### src/design/pcomp_pkg.sv
// Shared types, constants and helpers for the pressure sensor compensation pipeline.
package pcomp_pkg;

    localparam int unsigned COEFF_W     = 16;
    localparam int unsigned CFG_INDEX_W = 3;
    localparam int unsigned NUM_STAGES  = 9;

    // Scaling shifts (divisions by powers of two)
    localparam int unsigned TEMP_SHIFT     = 23;
    localparam int unsigned OFF_SHIFT      = 16;
    localparam int unsigned OFF_DT_SHIFT   = 7;
    localparam int unsigned SENS_SHIFT     = 15;
    localparam int unsigned SENS_DT_SHIFT  = 8;
    localparam int unsigned TI_COLD_SHIFT  = 33;
    localparam int unsigned TI_WARM_SHIFT  = 36;
    localparam int unsigned PRESS_SHIFT    = 21;
    localparam int unsigned FINAL_SHIFT    = 13;
    localparam int unsigned SENS_SPLIT     = 19;

    localparam logic signed [63:0] TEMP_BASE = 64'sd2000;
    localparam logic signed [63:0] COLD_EDGE = -64'sd1500;
    localparam logic signed [63:0] TEMP_MIN  = -64'sd4000;
    localparam logic signed [63:0] TEMP_MAX  = 64'sd8500;
    localparam logic signed [63:0] PRESS_MIN = 64'sd0;
    localparam logic signed [63:0] PRESS_MAX = 64'sd300000;

    typedef enum logic [CFG_INDEX_W-1:0] {
        REG_SENS        = 3'd0,
        REG_OFFSET      = 3'd1,
        REG_SENS_TEMP   = 3'd2,
        REG_OFFSET_TEMP = 3'd3,
        REG_REF_TEMP    = 3'd4,
        REG_TEMP_SLOPE  = 3'd5
    } reg_index_t;

    typedef struct packed {
        logic [COEFF_W-1:0] sens_coeff;
        logic [COEFF_W-1:0] offset_coeff;
        logic [COEFF_W-1:0] sens_temp_coeff;
        logic [COEFF_W-1:0] offset_temp_coeff;
        logic [COEFF_W-1:0] ref_temp_coeff;
        logic [COEFF_W-1:0] temp_slope_coeff;
    } coeff_t;

    typedef struct packed {
        logic [23:0] raw_pressure;
        logic [23:0] raw_temperature;
    } in_t;

    typedef struct packed {
        logic signed [14:0] temperature_centi;
        logic [18:0]        pressure_deci_mbar;
        logic               out_of_range;
    } out_t;

    // First-order results
    typedef struct packed {
        logic signed [18:0] temp0;
        logic signed [34:0] off;
        logic signed [33:0] sens;
        logic [16:0]        ti_cold;
        logic [12:0]        ti_warm;
        logic [23:0]        raw_pressure;
    } front_t;

    // After second-order correction
    typedef struct packed {
        logic signed [18:0] temp;
        logic signed [39:0] off2;
        logic signed [38:0] sens2;
        logic [23:0]        raw_pressure;
    } second_t;

    // Arithmetic shift right that rounds toward zero
    function automatic logic signed [63:0] trunc_shift(input logic signed [63:0] value,
                                                       input int unsigned shift);
        logic signed [63:0] bias;
        bias = value[63] ? ((64'sd1 <<< shift) - 64'sd1) : 64'sd0;
        return (value + bias) >>> shift;
    endfunction

endpackage

### src/design/pcomp_second.sv
// Second-order stages: band selection, squared deviations, corrected offset and sensitivity.
module pcomp_second
    import pcomp_pkg::*;
(
    input  logic       aclk,
    input  logic [1:0] stage_en,
    input  front_t     front,
    output second_t    second
);

    logic signed [19:0] dev, cc;
    logic signed [39:0] devsq_full, ccsq_full;
    logic [34:0]        devsq_reg, devsq_next;
    logic [34:0]        ccsq_reg, ccsq_next;
    logic               cold_reg, cold_next;
    logic               very_cold_reg, very_cold_next;
    logic signed [18:0] t_reg, t_next;
    logic signed [34:0] off_reg;
    logic signed [33:0] sens_reg;
    logic [23:0]        d1_reg;

    logic [36:0]        devsq3;
    logic [37:0]        devsq5;
    logic [37:0]        ccsq7;
    logic [36:0]        ccsq4;
    logic [37:0]        offi;
    logic [36:0]        sensi;
    second_t            second_reg, second_next;

    always_comb begin
        dev            = 20'(front.temp0) - 20'(TEMP_BASE);
        cc             = 20'(front.temp0) - 20'(COLD_EDGE);
        devsq_full     = dev * dev;
        ccsq_full      = cc * cc;
        devsq_next     = devsq_full[34:0];
        ccsq_next      = ccsq_full[34:0];
        cold_next      = front.temp0 < TEMP_BASE;
        very_cold_next = front.temp0 < COLD_EDGE;
        t_next = front.temp0 - (cold_next ? $signed({2'b00, front.ti_cold})
                                          : $signed({6'd0, front.ti_warm}));
    end

    always_comb begin
        devsq3 = {2'b00, devsq_reg} + {1'b0, devsq_reg, 1'b0};
        devsq5 = {3'd0, devsq_reg} + {1'b0, devsq_reg, 2'b00};
        ccsq7  = {ccsq_reg, 3'd0} - {3'd0, ccsq_reg};
        ccsq4  = {ccsq_reg, 2'b00};
        if (cold_reg) begin
            offi  = 38'(devsq3 >> 1) + (very_cold_reg ? ccsq7 : 38'd0);
            sensi = 37'(devsq5 >> 3) + (very_cold_reg ? ccsq4 : 37'd0);
        end else begin
            offi  = 38'(devsq_reg >> 4);
            sensi = '0;
        end
        second_next.temp         = t_reg;
        second_next.off2         = 40'(off_reg) - 40'(offi);
        second_next.sens2        = 39'(sens_reg) - 39'(sensi);
        second_next.raw_pressure = d1_reg;
    end

    always_ff @(posedge aclk) begin
        if (stage_en[0]) begin
            devsq_reg     <= devsq_next;
            ccsq_reg      <= ccsq_next;
            cold_reg      <= cold_next;
            very_cold_reg <= very_cold_next;
            t_reg         <= t_next;
            off_reg       <= front.off;
            sens_reg      <= front.sens;
            d1_reg        <= front.raw_pressure;
        end
        if (stage_en[1]) begin
            second_reg <= second_next;
        end
    end

    assign second = second_reg;

endmodule

### config.mk
export PLATFORM = sky130hd
export DESIGN_NAME = pcomp_second
export DESIGN_NICKNAME = d
export VERILOG_FILES = /design/src/design/pcomp_pkg.sv /design/src/design/pcomp_second.sv
export SDC_FILE = /design/constraint.sdc
export NUM_CORES = 2
export LEC_CHECK = 0
export BUFFER_PORTS_ARGS = -buffer_cell sky130_fd_sc_hd__clkbuf_2
export CAP_MARGIN = 15
export CORE_AREA = 4 4 400 402
export DETAILED_ROUTE_END_ITERATION = 7
export DIE_AREA = 0 0 404 406
export PLACE_DENSITY = 0.56
export SYNTH_ARGS = -nofsm -noshare
export SYNTH_HDL_FRONTEND = slang
export SYNTH_SLANG_ARGS = --single-unit
### constraint.sdc
create_clock -name aclk -period 16.3 [get_ports aclk]
set_input_delay 4.89 -clock aclk [delete_from_list [all_inputs] [get_ports aclk]]
set_output_delay 4.89 -clock aclk [all_outputs]
set_load 0.01 [all_outputs]
-- Word level (Yosys, flattened, before mapping)
Index checks and enable logic that the tools add are counted.
Widths: inputs -> output; s select.
- $add $sub $neg: 10
- multiply operators: 2
- order comparisons: 2
- mux-type cells: 5
- operators by type and width (cell ; number):
    $mux 38 ; 2
    $mux 37 ; 2
    $mul 20x20->35 ; 2
    $sub 19x12->20 const B ; 2
    $sub 35x39->40 ; 1
    $sub 34x38->39 ; 1
    $add 35x37->38 ; 1
    $add 36x38->38 ; 1
    $lt 19x12->1 const B ; 2
    $sub 38x35->38 ; 1
    $add 35x36->37 ; 1
    $add 35x37->37 ; 1
    $sub 19x18->19 ; 1
    $mux 17 ; 1
- register bits after elaboration: 306
- bits of input ports: 145
- output and inout port bits: 122
- logic and storage cells: 31

-- Longest topological paths before layout
- depth after elaboration: 5
- gate-level depth with buffers: 39
- depth with buffers taken out: 36

-- Worst setup path after synthesis
OpenSTA, ideal clock, no wires.
- path type: input -> register
- from: input port front[125] in the netlist's numbering
- to: register ccsq_reg[34] (data pin)
- setup time: 0.260 ns
- arrival time: 13.591 ns
- data required time: 16.040 ns
- path slack: 2.449 ns
- cell stages on the path: 37
- buffers on the path: 3
- cell sequence: clkbuf_1 -> inv_1 -> clkbuf_1 -> ha_1 -> inv_1 -> a21o_1 -> nor3_1 -> inv_1 -> o21ai_0 -> nor2b_1 -> nor2_1 -> xnor2_1 -> inv_1 -> clkbuf_1 -> nand2_1 -> fa_1 -> fa_1 -> fa_1 -> inv_1 -> fa_1 -> fa_1 -> inv_1 -> fa_1 -> inv_1 -> fa_1 -> ha_1 -> a21o_1 -> a21o_1 -> a21oi_1 -> o21ai_0 -> a2111oi_2 -> nor2_1 -> a211oi_2 -> nor3_1 -> or3_1 -> a21oi_2 -> xnor2_1
- word-level cells in the longest chain between the ends: 2
- RTL lines (element ; RTL line ; RTL):
    start: declaration ; pcomp_second.sv:7 ; input front_t front,
    $sub 19x12->20 ; pcomp_second.sv:32 ; cc = 20'(front.temp0) - 20'(COLD_EDGE);
    $mul 20x20->35 ; pcomp_second.sv:34 ; ccsq_full = cc * cc;
    net ccsq_full[34] ; pcomp_second.sv:12 ; logic signed [39:0] devsq_full, ccsq_full;
    end signal: assignment ; pcomp_second.sv:64 ; ccsq_reg <= ccsq_next;
    end: declaration ; pcomp_second.sv:14 ; logic [34:0] ccsq_reg, ccsq_next;
The timed path passes the listed nets, and every way through them passes these cells.
A chain may end at the register's enable or synchronous reset.

-- Worst setup path after layout
- from: input port front[127] in the netlist's numbering
- to: register ccsq_reg[34] (data pin)
The elaborated chain is that of the path after synthesis.

==> key figures <==
Floorplan
  – Num rows: 145
  – Initial core utilization: approximately 30%
  – Chip height: around 410 um
  – Die ar.: roughly 160000 um2
  – Total I/O pin count: 267
  – Core area: 156000 um2
  – Die Wd: slightly above 400 um

Synth
  – Synth cell types: 82
  – Syn Nets: 6162
  – Mapped Avg Cell Area: 9.562 um2
  – Async set-reset flop share out of synthesis: 0%
  – Sequential fraction of the synthesis area: 19.47%
  – Prevailing post-synth register cell: edfxtp_1
  – Post-Syn Area: ~47000 um2
  – Yosys Warn Count: 0
  – Post-Synthesis Cells: 4871
  – Yosys reg bits: ~300
  – EDFF count, synth: 302

Drt
  – Via count: 33964
  – Routed wire length: 128.6 mm
  – DR top layer: met5
  – Drt first-iter violations: 1910
  – M1 wire length: between 50 and 60 mm
  – WL/cell: 17.79 um
  – Met2 wire length: 60.98 mm
  – Drc violations: 0
  – Vias per inst: 4.698
  – Pre-Repair DR Iteration Count: 5
  – Final ANT Viol Nets: 0
  – DR WL met3: 6.904 mm

Global routing
  – Antenna violations before repair: 4
  – Vias in the first global route: between 30000 and 40000
  – Largest net degree at the start of global routing: 112
  – GRT Resource Usage Total: 15.71%
  – Remaining global-route overflow: 0
  – Global-route wire length before repair: 202.6 mm

Critical path
  – Worst endpoint data arrival time: 14.65 ns
  – Most used cell, CP: inv_1
  – CP max stage cell: fa_1
  – Crit start category: input pin
  – Largest fanout on the critical path: 19
  – Kind of end point of the critical path: register
  – Critical R2R Launch: devsq_reg[2]$_DFFE_PP_
  – Setup slack, reg-to-reg: 8.28 ns
  – CP Class: input pin to register
  – Worst r2r path cells: 34
  – CP required: 16.61 ns
  – CP startpoint: front[127]
  – CP max stage delay: 0.55 ns

Clocking
  – Worst-path clk slew: 0.07 ns
  – Cts hold-fix bufs: 0
  – # clock sinks: 302
  – Cts bufs inserted: 38
  – CTS Buffer Depth: 3
  – H-tree Lvls: 2
  – Resized cells post-CTS: 0
  – CTS tree: done
  – Worst-Skew Late Latency: 0.60 ns
  – Clk root buf: clkbuf_16
  – Setup Fix Bufs, Post-CTS: 0

Finish
  – Max FFs per register: approximately 120
  – Filler instances: 16182
  – Area Overhead vs Synth: 11.51%
  – Share of cells above drive strength 1: 8.221%
  – Final #Nets: between 6000 and 7000

Status
  – Status: finished, final reports clean

Place
  – DP Wirelength: 108.0 mm
  – IO buf count: 266
  – GPL Wtd Cong: 0.8979

STA
  – Final Cycle Share: 87.94%
  – Hold Vio Cnt, Final: 0
  – Final setup TNS: 0 ns
  – Slew Limit Fails: 0
  – Rel. slew slack: 30.09%
  – Fmax: between 60 and 70 MHz
  – Final setup viols: 0
  – Worst Tran Pin Value: 1.045 ns
  – Tmin final: 14.33 ns
  – Unrepaired setup endpoints after global routing: false
  – Clk_skew: ~0.022 ns

Min path
  – Worst Hold Launch: t_reg[1]$_DFFE_PP_
  – Hold WC Path Type: register to register
  – Hold path cells: 0

Flow run
  – Max cap viols: 0
-- cells by family (layout without fill, tap and decap cells) --
group,count (synthesis),count (layout),synth area share (%)
DFF,302,302,19.47
muxes,44,44,0.9509
buffers and inverters,1108,1407,8.929
and+or+nand+nor,1132,1132,10.97
adders and majority gates,1146,1146,41.91
xor gates and xnor gates,355,355,6.691
AOI/OAI and AO/OA,783,783,11.07
other,1,2,0.008051
-- per-layer routing --
layer / vias up / track usage (%)
met5: - / 0
met4: 2 / 2.952
met3: 145 / 2.368
met2: 836 / 27.28
met1: 16715 / 20.92
li1: 16266 / -
-- cell usage after synthesis, drive strengths merged (8+ instances only) --
master / instances / share of area (%)
a211o: 11 / 0.21
a211oi: 23 / 0.41
a21boi: 11 / 0.18
a21o: 136 / 2.2
a21oi: 236 / 2.6
a31oi: 27 / 0.39
and2: 76 / 1.0
and3: 33 / 0.44
clkbuf: 76 / 0.61
edfxtp: 302 / 19
fa: 690 / 30
ha: 456 / 12
inv: 1019 / 8.2
mux2i: 42 / 0.90
nand2: 359 / 2.9
nand2b: 42 / 0.56
nand3: 55 / 0.59
nand4: 23 / 0.31
nor2: 395 / 3.2
nor2b: 37 / 0.50
nor3: 53 / 0.58
nor3b: 8 / 0.13
o211ai: 14 / 0.23
o21a: 54 / 0.87
o21ai: 140 / 1.5
o21bai: 43 / 0.70
o31ai: 14 / 0.23
or2: 10 / 0.13
or3: 18 / 0.25
xnor2: 254 / 4.8
xor2: 101 / 1.9
-- worst paths after layout --
path / endpoint
worst max-delay path: ccsq_reg[34]$_DFFE_PP_
worst min register to register: second[104]$_DFFE_PP_
worst min-delay path: second[104]$_DFFE_PP_
worst max register to register: second[61]$_DFFE_PP_
-- metrics by stage --
step           cells  area, um2  util, %  worst slack [ns]  hold slack, ns
6_report        7229      51940    33.29             1.966          0.4007
3_5_place_dp    7160      50590    32.42             1.362          0.4057
4_1_cts         7228      51940    33.29             1.960          0.4041
5_1_grt         7228      51940    33.29             1.431          0.4208
3_3_place_gp    7160      50590    32.42             1.571          0.4015
2_1_floorplan   4871      46580        -             2.449          0.4003
-- layout by cell type (no fill, tap or decap), types with 48 or more instances in the layout --
cell type     n
fa_1        690
nand2_1     359
clkbuf_2    264
a21oi_1     231
xnor2_1     251
inv_1      1016
nor3_1       52
o21a_1       54
edfxtp_1    302
nor2_1      395
xor2_1       98
o21ai_0     131
nand3_1      55
buf_4        48
a21o_1      136
and2_1       76
ha_1        456
-- critical path: cells and delay by family --
family	cells	cell delay (ns)
AOI/OAI and AO/OA	9	1.92
xor gates and xnor gates	2	0.60
adders and majority gates	9	3.92
buffers and inverters	10	1.68
and+or+nand+nor	7	1.59
-- area by class of cell --
type,count,area [um2],area share (%)
Antenna cell,1,2.502,0.004818
Clock buffer,43,991.0,1.908
Clock inverter,25,359.1,0.6913
Inverter,1025,3847,7.407
Multi-Input combinational cell,3461,33390,64.29
Sequential cell,302,9069,17.46
Tap cell,2058,2575,4.957
Timing Repair Buffer,314,1707,3.286
Power is left out: the tool's default activity adds up to more than one toggle a clock period on the data nets, which glitch-free logic cannot reach.
