### config.mk
export PLATFORM = sky130hd
export DESIGN_NAME = pcomp_press
export DESIGN_NICKNAME = d
export VERILOG_FILES = /design/src/design/pcomp_pkg.sv /design/src/design/pcomp_press.sv
export SDC_FILE = /design/constraint.sdc
export NUM_CORES = 2
export LEC_CHECK = 0
export ABC_AREA = 1
export BUFFER_PORTS_ARGS = -buffer_cell sky130_fd_sc_hd__buf_2
export CORE_UTILIZATION = 45
export CTS_BUF_LIST = sky130_fd_sc_hd__clkbuf_8
export DETAILED_ROUTE_END_ITERATION = 12
export GPL_TIMING_DRIVEN = 0
export SETUP_SLACK_MARGIN = 0.3
export SLEW_MARGIN = 20
export SYNTH_ARGS = -nofsm -noshare
export SYNTH_HDL_FRONTEND = slang
export SYNTH_SLANG_ARGS = --single-unit
### constraint.sdc
create_clock -name aclk -period 7.51 [get_ports aclk]
set_input_delay 0.3755 -clock aclk [delete_from_list [all_inputs] [get_ports aclk]]
set_output_delay 0.3755 -clock aclk [all_outputs]
set_load 0.005 [all_outputs]
### src/design/pcomp_pkg.sv
// Shared types, constants and helpers for the pressure sensor compensation pipeline.
package pcomp_pkg;

    localparam int unsigned COEFF_W     = 16;
    localparam int unsigned CFG_INDEX_W = 3;
    localparam int unsigned NUM_STAGES  = 9;

    // Scaling shifts (divisions by powers of two)
    localparam int unsigned TEMP_SHIFT     = 23;
    localparam int unsigned OFF_SHIFT      = 16;
    localparam int unsigned OFF_DT_SHIFT   = 7;
    localparam int unsigned SENS_SHIFT     = 15;
    localparam int unsigned SENS_DT_SHIFT  = 8;
    localparam int unsigned TI_COLD_SHIFT  = 33;
    localparam int unsigned TI_WARM_SHIFT  = 36;
    localparam int unsigned PRESS_SHIFT    = 21;
    localparam int unsigned FINAL_SHIFT    = 13;
    localparam int unsigned SENS_SPLIT     = 19;

    localparam logic signed [63:0] TEMP_BASE = 64'sd2000;
    localparam logic signed [63:0] COLD_EDGE = -64'sd1500;
    localparam logic signed [63:0] TEMP_MIN  = -64'sd4000;
    localparam logic signed [63:0] TEMP_MAX  = 64'sd8500;
    localparam logic signed [63:0] PRESS_MIN = 64'sd0;
    localparam logic signed [63:0] PRESS_MAX = 64'sd300000;

    typedef enum logic [CFG_INDEX_W-1:0] {
        REG_SENS        = 3'd0,
        REG_OFFSET      = 3'd1,
        REG_SENS_TEMP   = 3'd2,
        REG_OFFSET_TEMP = 3'd3,
        REG_REF_TEMP    = 3'd4,
        REG_TEMP_SLOPE  = 3'd5
    } reg_index_t;

    typedef struct packed {
        logic [COEFF_W-1:0] sens_coeff;
        logic [COEFF_W-1:0] offset_coeff;
        logic [COEFF_W-1:0] sens_temp_coeff;
        logic [COEFF_W-1:0] offset_temp_coeff;
        logic [COEFF_W-1:0] ref_temp_coeff;
        logic [COEFF_W-1:0] temp_slope_coeff;
    } coeff_t;

    typedef struct packed {
        logic [23:0] raw_pressure;
        logic [23:0] raw_temperature;
    } in_t;

    typedef struct packed {
        logic signed [14:0] temperature_centi;
        logic [18:0]        pressure_deci_mbar;
        logic               out_of_range;
    } out_t;

    // First-order results
    typedef struct packed {
        logic signed [18:0] temp0;
        logic signed [34:0] off;
        logic signed [33:0] sens;
        logic [16:0]        ti_cold;
        logic [12:0]        ti_warm;
        logic [23:0]        raw_pressure;
    } front_t;

    // After second-order correction
    typedef struct packed {
        logic signed [18:0] temp;
        logic signed [39:0] off2;
        logic signed [38:0] sens2;
        logic [23:0]        raw_pressure;
    } second_t;

    // Arithmetic shift right that rounds toward zero
    function automatic logic signed [63:0] trunc_shift(input logic signed [63:0] value,
                                                       input int unsigned shift);
        logic signed [63:0] bias;
        bias = value[63] ? ((64'sd1 <<< shift) - 64'sd1) : 64'sd0;
        return (value + bias) >>> shift;
    endfunction

endpackage

### src/design/pcomp_press.sv
// Pressure stages: split D1 x SENS product, scaling, offset removal and output clipping.
module pcomp_press
    import pcomp_pkg::*;
(
    input  logic       aclk,
    input  logic [3:0] stage_en,
    input  second_t    second,
    output out_t       result
);

    logic signed [24:0] d1s;
    logic signed [19:0] sens_hi;
    logic signed [44:0] phi_reg, phi_next;
    logic [42:0]        plo_reg, plo_next;
    logic signed [39:0] off2_a_reg, off2_b_reg;
    logic signed [14:0] tclip_a_reg, tclip_b_reg, tclip_c_reg, tclip_next;
    logic               tflag_a_reg, tflag_b_reg, tflag_c_reg, tflag_next;

    logic signed [63:0] prod_reg, prod_next;
    logic signed [43:0] x_reg, x_next;
    logic signed [63:0] p;
    out_t               out_reg, out_next;

    // Stage: partial products over the low and high halves of SENS, temperature clip
    always_comb begin
        d1s      = $signed({1'b0, second.raw_pressure});
        sens_hi  = second.sens2[38:SENS_SPLIT];
        phi_next = d1s * sens_hi;
        plo_next = second.raw_pressure * second.sens2[SENS_SPLIT-1:0];
        if (second.temp < TEMP_MIN) begin
            tclip_next = 15'(TEMP_MIN);
            tflag_next = 1'b1;
        end else if (second.temp > TEMP_MAX) begin
            tclip_next = 15'(TEMP_MAX);
            tflag_next = 1'b1;
        end else begin
            tclip_next = 15'(second.temp);
            tflag_next = 1'b0;
        end
    end

    always_comb begin
        prod_next = (64'(phi_reg) <<< SENS_SPLIT) + 64'(plo_reg);
    end

    always_comb begin
        x_next = 44'(trunc_shift(prod_reg, PRESS_SHIFT) - 64'(off2_b_reg));
    end

    always_comb begin
        p = trunc_shift(64'(x_reg), FINAL_SHIFT);
        out_next.temperature_centi = tclip_c_reg;
        if (p < PRESS_MIN) begin
            out_next.pressure_deci_mbar = 19'(PRESS_MIN);
            out_next.out_of_range       = 1'b1;
        end else if (p > PRESS_MAX) begin
            out_next.pressure_deci_mbar = 19'(PRESS_MAX);
            out_next.out_of_range       = 1'b1;
        end else begin
            out_next.pressure_deci_mbar = 19'(p);
            out_next.out_of_range       = tflag_c_reg;
        end
    end

    always_ff @(posedge aclk) begin
        if (stage_en[0]) begin
            phi_reg     <= phi_next;
            plo_reg     <= plo_next;
            off2_a_reg  <= second.off2;
            tclip_a_reg <= tclip_next;
            tflag_a_reg <= tflag_next;
        end
        if (stage_en[1]) begin
            prod_reg    <= prod_next;
            off2_b_reg  <= off2_a_reg;
            tclip_b_reg <= tclip_a_reg;
            tflag_b_reg <= tflag_a_reg;
        end
        if (stage_en[2]) begin
            x_reg       <= x_next;
            tclip_c_reg <= tclip_b_reg;
            tflag_c_reg <= tflag_b_reg;
        end
        if (stage_en[3]) begin
            out_reg <= out_next;
        end
    end

    assign result = out_reg;

endmodule
# Word level (Yosys, flattened, before mapping)
# Cells that the tools add are included.
[totals] latch_bits=0 regBits=359 mem_bits_rw=0 elab_cells=34 mem_count=0 input_bits=127 romBits=0 out_inout_bits=35
[classes] n_bitwise=0 add_sub_neg=4 n_lt_le_gt_ge=4 reduce_logical=2 div=0 n_mul=2 mux=5 n_eq_ne=0 shifts=0
[ops] operator="64-bit by 22-bit adder with 64-bit output" n=1
[ops] operator="64-bit by 43-bit adder with 64-bit output" n=1
[ops] operator="44-bit by 14-bit adder with 45-bit output" n=1
[ops] operator="25-bit by 20-bit multiplier with 45-bit output" n=1
[ops] operator="43-bit by 40-bit subtractor with 44-bit output" n=1
[ops] operator="24-bit by 19-bit multiplier with 43-bit output" n=1
[ops] operator="32-bit by 20-bit greater-than comparator with 1-bit output (second input constant)" n=1
[ops] operator="32-bit by 1-bit < comparator with 1-bit output (second input constant)" n=1
[ops] operator="21-bit two-way mux" n=1
[ops] operator="20-bit two-way mux" n=1
[ops] operator="19-bit by 15-bit greater-than comparator with 1-bit output (second input constant)" n=1
[ops] operator="19-bit by 13-bit < comparator with 1-bit output (second input constant)" n=1
[ops] operator="15-bit two-way mux" n=1
[ops] operator="13-bit two-way mux" n=1
[ops] operator="2-bit OR reduction" n=2
[ops] operator="1-bit two-way mux" n=1

# Logic depth before layout (Yosys ltp)
[depth] depth_word=4 mapped_depth=30 mapped_depth_nobuf=28

# Worst setup path after synthesis
# Ideal clock, no wire load.
[synth_timing] kind="input-to-reg" from="in second[10] (netlist bit)" to="reg phi_reg[33], data pin" arrival_time_ns=6.163 slack_ns=1.089 path_buffers=2 setup_ns=0.258 t_required_ns=7.252 cell_stages=24 path_cell_list="clkbuf_1 > buf_1 > nand2_1 > fa_1 > fa_1 > fa_1 > inv_1 > fa_1 > fa_1 > fa_1 > inv_1 > fa_1 > inv_1 > ha_1 > nand2_1 > nor2_1 > inv_1 > o21ai_0 > nand3_1 > o211ai_1 > a21oi_1 > o21ai_0 > a21oi_1 > xnor2_1"
[synth_via] elab_chain_cells=1
[synth_lines] item="start, declared" line_no="pcomp_press.sv:7" text="input second_t second,"
[synth_lines] item="25-bit by 20-bit multiplier with 45-bit output" line_no="pcomp_press.sv:28" text="phi_next = d1s * sens_hi;"
[synth_lines] item="named net phi_next[33]" line_no="pcomp_press.sv:13" text="logic signed [44:0] phi_reg, phi_next;"
[synth_lines] item="end signal, assigned" line_no="pcomp_press.sv:67" text="phi_reg <= phi_next;"
[synth_lines] item="end, declared" line_no="pcomp_press.sv:13"
# The timed path passes the listed nets, and every way through them passes these cells.
# A chain may end at the register's enable or synchronous reset.

# Worst setup path in the final report
[layout_timing] from="in second[22] (netlist bit)" to="reg phi_reg[41], data pin"
# The elaborated chain is that of the path after synthesis.

==> impl_metrics.xml <==
<?xml version="1.0" encoding="UTF-8"?>
<metrics>
  <group name="run_status">
    <metric name="outcome" unit="">complete, no violations</metric>
  </group>
  <group name="setup_path">
    <metric name="worstPathArrival" unit="ns">7.50</metric>
    <metric name="critPathBufInv" unit="">6</metric>
    <metric name="r2r_start" unit="">prod_reg[63]</metric>
    <metric name="crit_path_end_kind" unit="">register</metric>
    <metric name="cpLargestDelayFamily" unit="">adder cells</metric>
    <metric name="crit_path_start" unit="">second[22]</metric>
    <metric name="crit_fanout" unit="">10</metric>
    <metric name="endpoint_required_time_on_the_critical_path" unit="ns">7.95</metric>
    <metric name="timing.critical_path.slowest_cell_delay" unit="ns">0.81</metric>
    <metric name="most_repeated_library_cell_on_the_critical_path" unit="">sky130_fd_sc_hd__fa_1</metric>
    <metric name="cpMaxStageDelayCell" unit="">sky130_fd_sc_hd__buf_1</metric>
    <metric name="worst-setup-path-type" unit="">in -&gt; reg</metric>
    <metric name="worst_setup_path_start_kind" unit="">input port</metric>
  </group>
  <group name="synth">
    <metric name="yosysWarningCount" unit="">0</metric>
    <metric name="unique_cell_type_count_in_the_yosys_netlist" unit="">52</metric>
    <metric name="synth_nets" unit="">7444</metric>
    <metric name="synth_cells" unit="">6141</metric>
    <metric name="sequential_share_of_the_synthesized_area" unit="">0.211</metric>
    <metric name="syn_area_per_cell" unit="um2">8.32</metric>
    <metric name="ys_ff_latch" unit="">359</metric>
    <metric name="post_synth_instance_area" unit="um2">51100</metric>
  </group>
  <group name="cts">
    <metric name="cts_buffer_depth" unit="">3</metric>
    <metric name="clk_latency" unit="ns">0.63</metric>
    <metric name="worst_setup_hold_path_clk_slew" unit="ns">0.06</metric>
    <metric name="cts.sink_count" unit="">359</metric>
    <metric name="cts_max_level" unit="">2</metric>
    <metric name="cts_buffers" unit="">53</metric>
    <metric name="tritoncts" unit="">yes</metric>
    <metric name="clk_root_buffer_cell" unit="">sky130_fd_sc_hd__clkbuf_8</metric>
    <metric name="total_setup_buffers_inserted_after_cts" unit="">0</metric>
  </group>
  <group name="route">
    <metric name="via_count" unit="">40704</metric>
    <metric name="initialDrtViolationCount" unit="">3172</metric>
    <metric name="drt-total-wl" unit="mm">162</metric>
    <metric name="routed_wire_length_per_instance" unit="um">20.4</metric>
    <metric name="drc_errors" unit="">0</metric>
    <metric name="viasPerCell" unit="">5.14</metric>
    <metric name="dr.pass1.iters" unit="">6</metric>
    <metric name="antenna_violating_nets_post_route" unit="">0</metric>
  </group>
  <group name="global_routing">
    <metric name="antenna_found_initial" unit="">4</metric>
    <metric name="grt_overflow_total" unit="">0</metric>
    <metric name="grt_max_degree" unit="">97</metric>
    <metric name="grt_use_total" unit="">0.283</metric>
    <metric name="grt_first_pass_wirelength" unit="mm">245</metric>
    <metric name="number_of_global_route_vias_before_repair" unit="">41671</metric>
  </group>
  <group name="sta">
    <metric name="worst-slew-pin-transition" unit="ns">1.16</metric>
    <metric name="layout_min_cycle_time" unit="ns">7.06</metric>
    <metric name="rsz_0062_raised_after_global_routing" unit="">yes</metric>
    <metric name="finalCritPeriodShare" unit="">0.941</metric>
    <metric name="setup_viol" unit="">0</metric>
    <metric name="hold_viol_final" unit="">0</metric>
    <metric name="slew_headroom" unit="">0.225</metric>
    <metric name="clock_skew" unit="ns">0.0220</metric>
    <metric name="achievable-frequency" unit="MHz">142</metric>
    <metric name="maxSlewViolCount" unit="">0</metric>
  </group>
  <group name="placed_design">
    <metric name="dpl.hpwl" unit="mm">135</metric>
    <metric name="gpl.final_weighted_congestion" unit="">0.967</metric>
    <metric name="io_buffer_count" unit="">137</metric>
    <metric name="place.detailed.instances" unit="">7781</metric>
  </group>
  <group name="finish">
    <metric name="finalNetCount" unit="">7679</metric>
    <metric name="synthToLayoutAreaGrowth" unit="%">8.04</metric>
    <metric name="fillCellCount" unit="">11102</metric>
    <metric name="layout.cells.most_common_list" unit="">1666 x sky130_fd_sc_hd__inv_1, 1478 x sky130_fd_sc_hd__nand2_1, 768 x sky130_fd_sc_hd__fa_1</metric>
    <metric name="largest_register_ffs" unit="">64</metric>
    <metric name="layout_commonest_cell" unit="">sky130_fd_sc_hd__inv_1</metric>
    <metric name="layoutNonFillerInstCount" unit="">7922</metric>
    <metric name="drive_gt1_frac" unit="">0.0442</metric>
  </group>
  <group name="hold_path">
    <metric name="min-delay-path-class" unit="">in -&gt; reg</metric>
    <metric name="hold_path.startpoint" unit="">second[121]</metric>
  </group>
  <group name="run">
    <metric name="max_cap_violations" unit="">0</metric>
  </group>
  <group name="floorplanning">
    <metric name="die_w" unit="um">339</metric>
    <metric name="start_util" unit="">0.454</metric>
    <metric name="boundaryPins" unit="">162</metric>
    <metric name="rows" unit="">123</metric>
    <metric name="die_h" unit="um">339</metric>
    <metric name="die_area" unit="um2">115000</metric>
    <metric name="core_area" unit="um2">112000</metric>
  </group>
</metrics>
## metal layers
metal | vias to the layer above | part of all wire | global-route usage
li1 | 18950 | - | -
met1 | 19950 | 0.40 | 0.355
met2 | 1448 | 0.47 | 0.478
met3 | 352 | 0.069 | 0.0379
met4 | 4 | 0.056 | 0.139
met5 | - | 0.00017 | 0
## repair_timing
item | in CTS | in global routing
hold endpoints to repair | 40 | 0
hold buffers | 40 | 0
cloned | 0 | 0
setup endpoints to repair | 4 | 14
resized for setup | 5 | 32
## Yosys cell counts, drive strengths merged
master | number | area [um2]
and2 | 2 | 12.5
ha | 408 | 5100
nor2 | 306 | 1180
a41oi | 1 | 8.76
a221oi | 3 | 26.3
o31ai | 5 | 37.5
a41o | 1 | 10.0
o2111ai | 4 | 35.0
and3 | 3 | 18.8
a31o | 1 | 8.76
a21boi | 15 | 113
o221a | 2 | 22.5
a31oi | 49 | 307
a21oi | 233 | 1170
o221ai | 6 | 52.6
nand2 | 1483 | 5580
fa | 768 | 15400
nand4 | 48 | 307
inv | 1656 | 6220
edfxtp | 359 | 10800
nor3 | 70 | 375
nand3 | 130 | 678
or2 | 17 | 106
o21bai | 6 | 45.0
nor4 | 23 | 144
o211ai | 14 | 105
buf | 21 | 86.3
xor2 | 125 | 1090
clkbuf | 155 | 582
o21a | 12 | 90.1
nand3b | 5 | 37.5
a211oi | 1 | 7.51
a311oi | 1 | 8.76
xnor2 | 72 | 631
or3b | 1 | 8.76
a21o | 13 | 97.6
o31a | 1 | 8.76
o311a | 1 | 10.0
o21ai | 120 | 608
## final cells by class
| cell class | count | area (um2) | area share |
|---|---|---|---|
| multi-input combinational | 3950 | 33400 | 0.606 |
| timing repair buffer | 180 | 1170 | 0.0212 |
| clock inverter | 44 | 263 | 0.00476 |
| clock buffer | 54 | 743 | 0.0135 |
| buffer | 176 | 713 | 0.0129 |
| tap | 1500 | 1880 | 0.0340 |
| inverter | 1656 | 6220 | 0.113 |
| sequential | 359 | 10800 | 0.195 |
| antenna | 3 | 7.51 | 0.000136 |
## final timing paths
path | to | cells past startpoint | slack [ns]
worst max register to register | x_reg[40] | 22 | 1.06
worst min register to register | off2_b_reg[19] | 0 | 0.41
worst min-delay path | tclip_a_reg[14] | 2 | 0.06
worst max-delay path | phi_reg[41] | 25 | 0.45
## stage by stage
| stage | hold WS, ns | setup TNS [ns] | utilization | setup WS (ns) | instance area (um2) |
|---|---|---|---|---|---|
| after CTS | 0.00797 | 0 | 0.490 | 0.306 | 55200 |
| after global routing | 0.0450 | 0 | 0.491 | 0.285 | 55200 |
| after global placement | 0.401 | -5.13 | 0.477 | -0.588 | 53700 |
| after floorplan | 0.400 | 0 | - | 1.09 | 51100 |
| final | 0.0572 | 0 | 0.491 | 0.445 | 55200 |
| after detailed placement | 0.405 | -4.20 | 0.478 | -0.433 | 53700 |
## cell families after synthesis
logic type,synth area share
AND/OR/NAND/NOR,0.165
buffers and inverters,0.135
flip-flops,0.211
adder cells (fa/ha/maj),0.401
AO/OA/AOI/OAI,0.0542
XOR/XNOR,0.0338
Power is left out: the tool's default activity adds up to more than one toggle a clock period on the data nets, which glitch-free logic cannot reach.
